<file path="src/hdl/uart_receive_buffer_events_top_assert.svh">
// Assertion macros used by the receive buffer controller.
// Expects a clock named clk and an active-low reset named arst_n in scope.
`ifndef UART_RECEIVE_BUFFER_EVENTS_TOP_ASSERT_SVH
`define UART_RECEIVE_BUFFER_EVENTS_TOP_ASSERT_SVH

// The consequent must hold in the same cycle as the antecedent.
`define URBE_ASSERT_IMP(label, ante, cons) \
	label: assert property (@(posedge clk) disable iff (!arst_n) (ante) |-> (cons)) \
		else $error("assertion failed in same cycle");

// The consequent must hold in the cycle after the antecedent.
`define URBE_ASSERT_NEXT(label, ante, cons) \
	label: assert property (@(posedge clk) disable iff (!arst_n) (ante) |=> (cons)) \
		else $error("assertion failed in next cycle");

`endif

</file>
<file path="src/hdl/urbe_pkg.sv">
// Shared types and constants for the UART receive buffer block.
// No dependencies; imported by the controller, the datapath and the top level.
package urbe_pkg;

	localparam int BUF_DEPTH = 256;
	localparam int IDX_W = $clog2(BUF_DEPTH);
	localparam int CNT_W = 9;
	localparam int CFG_W = 9;
	localparam int CFG_IDX_W = 3;

	typedef enum logic [1:0] {
		CMD_STATUS = 2'd0,
		CMD_READ = 2'd1,
		CMD_TAKE = 2'd2,
		CMD_NONE = 2'd3
	} cmd_t;

	typedef enum logic [2:0] {
		EV_NONE = 3'd0,
		EV_RECEIVED = 3'd1,
		EV_OVERFLOW = 3'd2,
		EV_ENDCHAR = 3'd3,
		EV_TXDONE = 3'd4,
		EV_IDLE = 3'd5
	} ev_t;

	localparam logic [1:0] MODE_IDLE = 2'd1;
	localparam logic [1:0] MODE_ENDCHAR = 2'd2;

	localparam logic [CFG_IDX_W-1:0] CFG_RX_CAPACITY = 3'd0;
	localparam logic [CFG_IDX_W-1:0] CFG_RECEPTION_MODE = 3'd1;
	localparam logic [CFG_IDX_W-1:0] CFG_END_CHARACTER = 3'd2;
	localparam logic [CFG_IDX_W-1:0] CFG_RX_IRQ_ENABLE = 3'd3;
	localparam logic [CFG_IDX_W-1:0] CFG_TX_IRQ_ENABLE = 3'd4;
	localparam logic [CFG_IDX_W-1:0] CFG_IDLE_IRQ_ENABLE = 3'd5;

	typedef enum logic {
		ST_IDLE = 1'b0,
		ST_READ = 1'b1
	} state_t;

	// Commands from the controller to the datapath.
	typedef struct packed {
		logic exec;     // perform the accepted transaction
		logic load_rd;  // load the result of a buffer read
	} dp_cmd_t;

	// Status from the datapath to the controller.
	typedef struct packed {
		logic is_read;
	} dp_sts_t;

endpackage

</file>
<file path="src/hdl/urbe_ctrl.sv">
// Controller state machine for the UART receive buffer: handshakes and sequencing.
// Depends on urbe_pkg and the assertion macro header.
`include "uart_receive_buffer_events_top_assert.svh"

module urbe_ctrl
	import urbe_pkg::*;
(
	input  logic    clk,
	input  logic    arst_n,
	input  logic    in_valid,
	output logic    in_ready,
	output logic    out_valid,
	input  logic    out_ready,
	input  dp_sts_t sts,
	output dp_cmd_t cmd
);

	state_t state_q, state_d;
	logic   out_valid_q, out_valid_d;

	always_ff @(posedge clk or negedge arst_n) begin
		if (!arst_n) begin
			state_q <= ST_IDLE;
			out_valid_q <= 1'b0;
		end else begin
			state_q <= state_d;
			out_valid_q <= out_valid_d;
		end
	end

	always_comb begin
		state_d = state_q;
		out_valid_d = out_valid_q && !out_ready;
		in_ready = 1'b0;
		cmd = '0;
		unique case (state_q)
			ST_IDLE: begin
				// The output register is free or is being emptied this cycle.
				in_ready = !out_valid_q || out_ready;
				if (in_valid && in_ready) begin
					cmd.exec = 1'b1;
					if (sts.is_read) begin
						state_d = ST_READ;
					end else begin
						out_valid_d = 1'b1;
					end
				end
			end
			ST_READ: begin
				cmd.load_rd = 1'b1;
				out_valid_d = 1'b1;
				state_d = ST_IDLE;
			end
			default: begin
				state_d = ST_IDLE;
			end
		endcase
	end

	assign out_valid = out_valid_q;

	`URBE_ASSERT_NEXT(a_read_waits_for_data, in_valid && in_ready && sts.is_read, state_q == ST_READ && !out_valid)
	`URBE_ASSERT_NEXT(a_read_delivers, state_q == ST_READ, out_valid && state_q == ST_IDLE)
	`URBE_ASSERT_IMP(a_no_result_overwrite, in_valid && in_ready && out_valid, out_ready)

endmodule

</file>
<file path="src/hdl/urbe_datapath.sv">
// Datapath for the UART receive buffer: configuration, byte store, count and results.
// Depends on urbe_pkg; sequenced by urbe_ctrl.
module urbe_datapath
	import urbe_pkg::*;
(
	input  logic                 clk,
	input  logic                 arst_n,
	input  logic                 cfg_we,
	input  logic [CFG_IDX_W-1:0] cfg_index,
	input  logic [CFG_W-1:0]     cfg_data,
	input  logic [1:0]           command,
	input  logic                 rx_ready,
	input  logic                 tx_done,
	input  logic                 line_idle,
	input  logic [7:0]           rx_byte,
	input  logic [7:0]           read_index,
	input  dp_cmd_t              cmd,
	output dp_sts_t              sts,
	output logic [2:0]           event_res,
	output logic [CNT_W-1:0]     stored_count,
	output logic [7:0]           read_byte
);

	logic [CNT_W-1:0] rx_capacity_q;
	logic [1:0]       reception_mode_q;
	logic [7:0]       end_character_q;
	logic             rx_irq_enable_q;
	logic             tx_irq_enable_q;
	logic             idle_irq_enable_q;

	logic [CNT_W-1:0] count_q, count_d;
	logic [7:0]       store [BUF_DEPTH];
	logic [7:0]       rd_data_s1;
	logic             rd_oob_s1;

	ev_t              out_event_q;
	logic [CNT_W-1:0] out_count_q;
	logic [7:0]       out_byte_q;

	logic [CNT_W-1:0] cap_eff;
	logic             full;
	logic             store_wr;
	ev_t              ev_d;

	always_ff @(posedge clk or negedge arst_n) begin
		if (!arst_n) begin
			rx_capacity_q <= '0;
			reception_mode_q <= '0;
			end_character_q <= '0;
			rx_irq_enable_q <= 1'b0;
			tx_irq_enable_q <= 1'b0;
			idle_irq_enable_q <= 1'b0;
		end else if (cfg_we) begin
			unique case (cfg_index)
				CFG_RX_CAPACITY: rx_capacity_q <= cfg_data;
				CFG_RECEPTION_MODE: reception_mode_q <= cfg_data[1:0];
				CFG_END_CHARACTER: end_character_q <= cfg_data[7:0];
				CFG_RX_IRQ_ENABLE: rx_irq_enable_q <= cfg_data[0];
				CFG_TX_IRQ_ENABLE: tx_irq_enable_q <= cfg_data[0];
				CFG_IDLE_IRQ_ENABLE: idle_irq_enable_q <= cfg_data[0];
				default: ;
			endcase
		end
	end

	assign sts.is_read = (command == CMD_READ);

	// The capacity in effect never exceeds the store depth.
	assign cap_eff = (rx_capacity_q > CNT_W'(BUF_DEPTH)) ? CNT_W'(BUF_DEPTH) : rx_capacity_q;
	assign full = (count_q >= cap_eff) || (count_q >= CNT_W'(BUF_DEPTH));

	always_comb begin
		count_d = count_q;
		ev_d = EV_NONE;
		store_wr = 1'b0;
		unique case (command)
			CMD_STATUS: begin
				if (rx_ready && rx_irq_enable_q) begin
					if (full) begin
						ev_d = EV_OVERFLOW;
					end else begin
						store_wr = 1'b1;
						count_d = count_q + CNT_W'(1);
						if (reception_mode_q == MODE_ENDCHAR && rx_byte == end_character_q) begin
							ev_d = EV_ENDCHAR;
						end else begin
							ev_d = EV_RECEIVED;
						end
					end
				end else if (tx_done && tx_irq_enable_q) begin
					ev_d = EV_TXDONE;
				end else if (line_idle && idle_irq_enable_q && reception_mode_q == MODE_IDLE) begin
					ev_d = EV_IDLE;
				end
			end
			CMD_TAKE: begin
				count_d = '0;
			end
			default: ;
		endcase
	end

	always_ff @(posedge clk or negedge arst_n) begin
		if (!arst_n) begin
			count_q <= '0;
		end else if (cmd.exec) begin
			count_q <= count_d;
		end
	end

	// Single-port style store: at most one write and one registered read per transaction.
	always_ff @(posedge clk) begin
		if (cmd.exec && store_wr) begin
			store[count_q[IDX_W-1:0]] <= rx_byte;
		end
		if (cmd.exec) begin
			rd_data_s1 <= store[read_index[IDX_W-1:0]];
			rd_oob_s1 <= (32'(read_index) >= BUF_DEPTH);
		end
	end

	always_ff @(posedge clk) begin
		if (cmd.exec) begin
			out_event_q <= ev_d;
			out_count_q <= count_d;
			out_byte_q <= '0;
		end else if (cmd.load_rd) begin
			out_event_q <= EV_NONE;
			out_count_q <= count_q;
			out_byte_q <= rd_oob_s1 ? 8'd0 : rd_data_s1;
		end
	end

	assign event_res = out_event_q;
	assign stored_count = out_count_q;
	assign read_byte = out_byte_q;

endmodule

</file>
<file path="src/hdl/uart_receive_buffer_events_top.sv">
// UART receive buffer with interrupt events: top level joining controller and datapath.
// Depends on urbe_pkg, urbe_ctrl and urbe_datapath.
//
// Usage:
// Input items arrive on a valid/ready channel (command, rx_ready, tx_done, line_idle,
// rx_byte, read_index); each accepted transaction produces exactly one result
// (event_res, stored_count, read_byte) on a valid/ready output channel.
// Configuration registers are written through cfg_we/cfg_index/cfg_data; the user must
// write them only while no transaction is in flight, which the block does not enforce.
// Status and take commands show their result in the cycle after acceptance; a read
// command first passes through ST_READ, as the byte store has a registered read port.
// Throughput: one transaction per cycle for status and take commands while out_ready is
// high; a read blocks new transactions while it waits in ST_READ for its stored byte.
// A new transaction is accepted in the same cycle the pending result is taken.
// Reset clears the configuration, the byte count and the controller; the byte store
// is not cleared, and its entries hold garbage until written.
// When the receiver holds out_ready low, the result stays registered and in_ready
// stays low until it is taken.
module uart_receive_buffer_events_top
	import urbe_pkg::*;
(
	input  logic                 clk,
	input  logic                 arst_n,
	input  logic                 cfg_we,
	input  logic [CFG_IDX_W-1:0] cfg_index,
	input  logic [CFG_W-1:0]     cfg_data,
	input  logic                 in_valid,
	output logic                 in_ready,
	input  logic [1:0]           command,
	input  logic                 rx_ready,
	input  logic                 tx_done,
	input  logic                 line_idle,
	input  logic [7:0]           rx_byte,
	input  logic [7:0]           read_index,
	output logic                 out_valid,
	input  logic                 out_ready,
	output logic [2:0]           event_res,
	output logic [CNT_W-1:0]     stored_count,
	output logic [7:0]           read_byte
);

	dp_cmd_t dp_cmd;
	dp_sts_t dp_sts;

	urbe_ctrl u_ctrl (
		.clk       (clk),
		.arst_n    (arst_n),
		.in_valid  (in_valid),
		.in_ready  (in_ready),
		.out_valid (out_valid),
		.out_ready (out_ready),
		.sts       (dp_sts),
		.cmd       (dp_cmd)
	);

	urbe_datapath u_datapath (
		.clk          (clk),
		.arst_n       (arst_n),
		.cfg_we       (cfg_we),
		.cfg_index    (cfg_index),
		.cfg_data     (cfg_data),
		.command      (command),
		.rx_ready     (rx_ready),
		.tx_done      (tx_done),
		.line_idle    (line_idle),
		.rx_byte      (rx_byte),
		.read_index   (read_index),
		.cmd          (dp_cmd),
		.sts          (dp_sts),
		.event_res    (event_res),
		.stored_count (stored_count),
		.read_byte    (read_byte)
	);

endmodule
</file>
<file path="config.mk">
export PLATFORM = sky130hd
export DESIGN_NAME = uart_receive_buffer_events_top
export DESIGN_NICKNAME = d
export VERILOG_FILES = /design/src/hdl/urbe_pkg.sv /design/src/hdl/urbe_ctrl.sv /design/src/hdl/urbe_datapath.sv /design/src/hdl/uart_receive_buffer_events_top.sv
export VERILOG_INCLUDE_DIRS = /design/src /design/src/hdl
export SDC_FILE = /design/constraint.sdc
export NUM_CORES = 2
export LEC_CHECK = 0
export BUFFER_PORTS_ARGS = -buffer_cell sky130_fd_sc_hd__buf_2
export CORE_MARGIN = 2
export CORE_UTILIZATION = 55
export DETAILED_ROUTE_END_ITERATION = 10
export GPL_ROUTABILITY_DRIVEN = 0
export PLACE_DENSITY = 0.71
export SKIP_CTS_REPAIR_TIMING = 1
export SLEW_MARGIN = 10
export SYNTH_ARGS = -nofsm -noshare
export SYNTH_HDL_FRONTEND = slang
export SYNTH_HIERARCHICAL = 1
export SYNTH_SLANG_ARGS = --single-unit
export TNS_END_PERCENT = 5
</file>
<file path="constraint.sdc">
create_clock -name clk -period 7.72 [get_ports clk]
set_input_delay 1.93 -clock clk [delete_from_list [all_inputs] [get_ports clk]]
set_output_delay 1.93 -clock clk [all_outputs]
set_load 0.01 [all_outputs]
</file>
==> impl_metrics.toml <==
[finish]
multi_input_area_sq_mm = 0.0181
area_growth_pct = 11.9
drive_gt1_frac = 0.237
fin_area_sq_mm = 0.0926
fillCellCount = 10300
final_cell_mix = "2068 x edfxtp_1, 426 x mux4_2, 222 x buf_4, 202 x clkbuf_16, 184 x mux2i_1"
layout.nets = 4377
final_common_cell = "edfxtp_1"
utilization = 0.619
final-seq-area_sq_mm = 0.0631

[floorplanning]
die_h_microns = 392
coreArea_sq_mm = 0.150
row_count = 142
start_util = 0.553
die_w_microns = 392
ios = 60
die_area_sq_mm = 0.154

[sta]
fmax_mhz = 171
layout_min_cycle_time_ns = 5.85
min_period_over_period = 0.758
max_slew_margin = 0.0781
setup_violations = 0
fin_skew_ns = 0.0230
hold_viol = 0
maxSlewViolCount = 0
timing_worst_slew_pin_value_ns = 1.37
tns_ns = 0
rsz0062_at_grt = "no"

[detailed_routing]
drtIter0Drc = 6077
first_pass_iters = 6
drtAntennaViolNets = 0
viasPerCell = 6.64
num_vias = 43300
drc = 0
wirelength_mm = 208
wl_per_cell_microns = 32.0

[flow_run]
maxCapViolCount = 0

[hold_path]
hp-class = "flip-flop to flip-flop"
min_to = "u_datapath/read_byte[5]"
whs_path_depth = 2
min-delay-start = "u_datapath/rd_data_s1[5]"

[synthesis]
synthFlopType = "edfxtp_1"
syn-cell-area_sq_mm = 0.0828
syn_inst = 4083
async_flop_share = 0.0156
synth_warnings = 6
ys_seq_area_frac = 0.762
ys_ff_latch = 2109
avgSynthCellArea_sq_um = 20.3
synth-edff-count = 2068
synthesis.nets = 4134
synth_cell_types = 70

[power_and_ir_drop]
p_per_area_mw_per_mm2 = 257
ir_worst_vdd_mv = 0.288
p_leak_nw = 29.2

[critical_path]
regToRegSetupSlack_ns = 3.04
cp-end-kind = "flip-flop"
r2r-end = "u_datapath/store[70][7]"
crit_type = "input port to flip-flop"
timing.rr.start = "u_datapath/count_q[6]"
worstPathMaxFanout = 81
worstSetupStartpointType = "input port"
required_ns = 8.23
rr_worst_depth = 9
cp.arrival_ns = 6.36

[clocking]
cts_sinks = 2109
cts-root-buf = "clkbuf_16"
cts.path.max_buffers = 3
path_clk_slew_ns = 0.06
numCtsBuffers = 200
cts_tree = "done"
clkLatencyLatePin_ns = 0.82
ctsHtreeMaxLevel = 4

[grt]
grt_util_all_layers = 0.273
grt_pass1_vias = 42000
grt_start_max_net_pins = 197
grt_pass1_wl_mm = 299
antenna_found_initial = 10
grt-ovfl-total = 0

[placement]
place_area_sq_mm = 0.0860
place_hpwl_mm = 125
io_buffers = 59

[status]
run_status = "finished, final reports clean"
## worst max path at each step
stage                              from                       end  slack [ns]  cells past startpoint
after global routing      read_index[0]  u_datapath/rd_data_s1[5]        1.93                      9
after floorplan               out_ready  u_datapath/store[191][0]        2.49                     10
after global placement    read_index[0]  u_datapath/rd_data_s1[5]        1.36                      9
after CTS                 read_index[0]  u_datapath/rd_data_s1[5]        2.19                      9
final                     read_index[0]  u_datapath/rd_data_s1[5]        1.87                      9
after detailed placement  read_index[0]  u_datapath/rd_data_s1[5]        1.32                      9
## where the power goes
| group | switching, mW | internal, mW | leakage [nW] | total (mW) |
|---|---|---|---|---|
| clock | 4.20 | 5.60 | 3.20 | 9.80 |
| sequential | 0.0391 | 12.6 | 19.1 | 12.7 |
| combinational | 0.895 | 0.419 | 6.96 | 1.31 |
## synth_stat cells, types with 18 or more instances
cell | number | area share
a211oi_1 | 18 | 0.0016
a21oi_1 | 91 | 0.0055
a221oi_1 | 31 | 0.0033
a22oi_1 | 114 | 0.010
and2_1 | 20 | 0.0015
buf_1 | 19 | 0.00086
buf_2 | 69 | 0.0042
buf_4 | 24 | 0.0022
buf_6 | 34 | 0.0046
clkbuf_1 | 85 | 0.0039
dfrtp_1 | 33 | 0.010
edfxtp_1 | 2068 | 0.75
mux2_2 | 24 | 0.0033
mux2i_1 | 184 | 0.022
mux4_2 | 426 | 0.12
nand2_1 | 161 | 0.0073
nand3_1 | 19 | 0.0011
nor2_1 | 141 | 0.0064
nor2b_1 | 19 | 0.0014
nor3_1 | 183 | 0.011
o21ai_0 | 41 | 0.0025
o221ai_1 | 49 | 0.0052
o22ai_1 | 33 | 0.0025
## sequential cells by signal, indices dropped and copies added, names as in the netlist, 2 cells and up
| register | count |
|---|---|
| u_datapath/store | 2048 |
| u_datapath/count_q | 9 |
| u_datapath/rx_capacity_q | 9 |
| u_datapath/stored_count | 9 |
| u_datapath/end_character_q | 8 |
| u_datapath/rd_data_s1 | 8 |
| u_datapath/read_byte | 8 |
| u_datapath/event_res | 3 |
| u_datapath/reception_mode_q | 2 |
## worst max-delay path: stages
cell and delay (ns):
buf_8 0.58, buf_12 0.52, nor2b_1 0.49, nand2_1 0.29
o32ai_1 0.10, a2111oi_0 0.74, a21oi_1 0.18, a211oi_1 1.13
nor4_1 0.14
## metal layers
| metal | global-route usage | up-vias | wire length (microns) |
|---|---|---|---|
| li1 | - | 17500 | - |
| met1 | 0.395 | 22600 | 79800 |
| met2 | 0.410 | 2795 | 96700 |
| met3 | 0.0593 | 392 | 22800 |
| met4 | 0.113 | 6 | 8990 |
| met5 | 0 | - | 34 |
## kinds of logic after synthesis
| family | synth area share |
|---|---|
| AOI/OAI and AO/OA | 0.0376 |
| xor gates and xnor gates | 0.000846 |
| adders and majority gates | 0.00196 |
| buffers and inverters | 0.0202 |
| DFF | 0.762 |
| muxes | 0.142 |
| and+or+nand+nor | 0.0349 |
## metrics by stage
| step | hold slack [ns] | power [mW] | setup WS [ns] | instances |
|---|---|---|---|---|
| 2_1_floorplan | 0.457 | 13.6 | 2.49 | 4083 |
| 3_3_place_gp | 0.469 | 14.2 | 1.36 | 6140 |
| 3_5_place_dp | 0.471 | 14.2 | 1.32 | 6140 |
| 4_1_cts | 0.510 | 23.9 | 2.19 | 6513 |
| 5_1_grt | 0.535 | 24.4 | 1.93 | 6513 |
| 6_report | 0.508 | 23.8 | 1.87 | 6518 |
## final cells by class
| type | count | area share |
|---|---|---|
| inverters | 9 | 0.000365 |
| multi-input cells | 1714 | 0.195 |
| flip-flops and latches | 2109 | 0.681 |
| repair buffers | 292 | 0.0246 |
| clock inverters | 127 | 0.0139 |
| diodes | 5 | 0.000135 |
| clock buffers | 246 | 0.0570 |
| well taps | 2016 | 0.0272 |
Note: power is estimated with default switching activity, not from simulation.
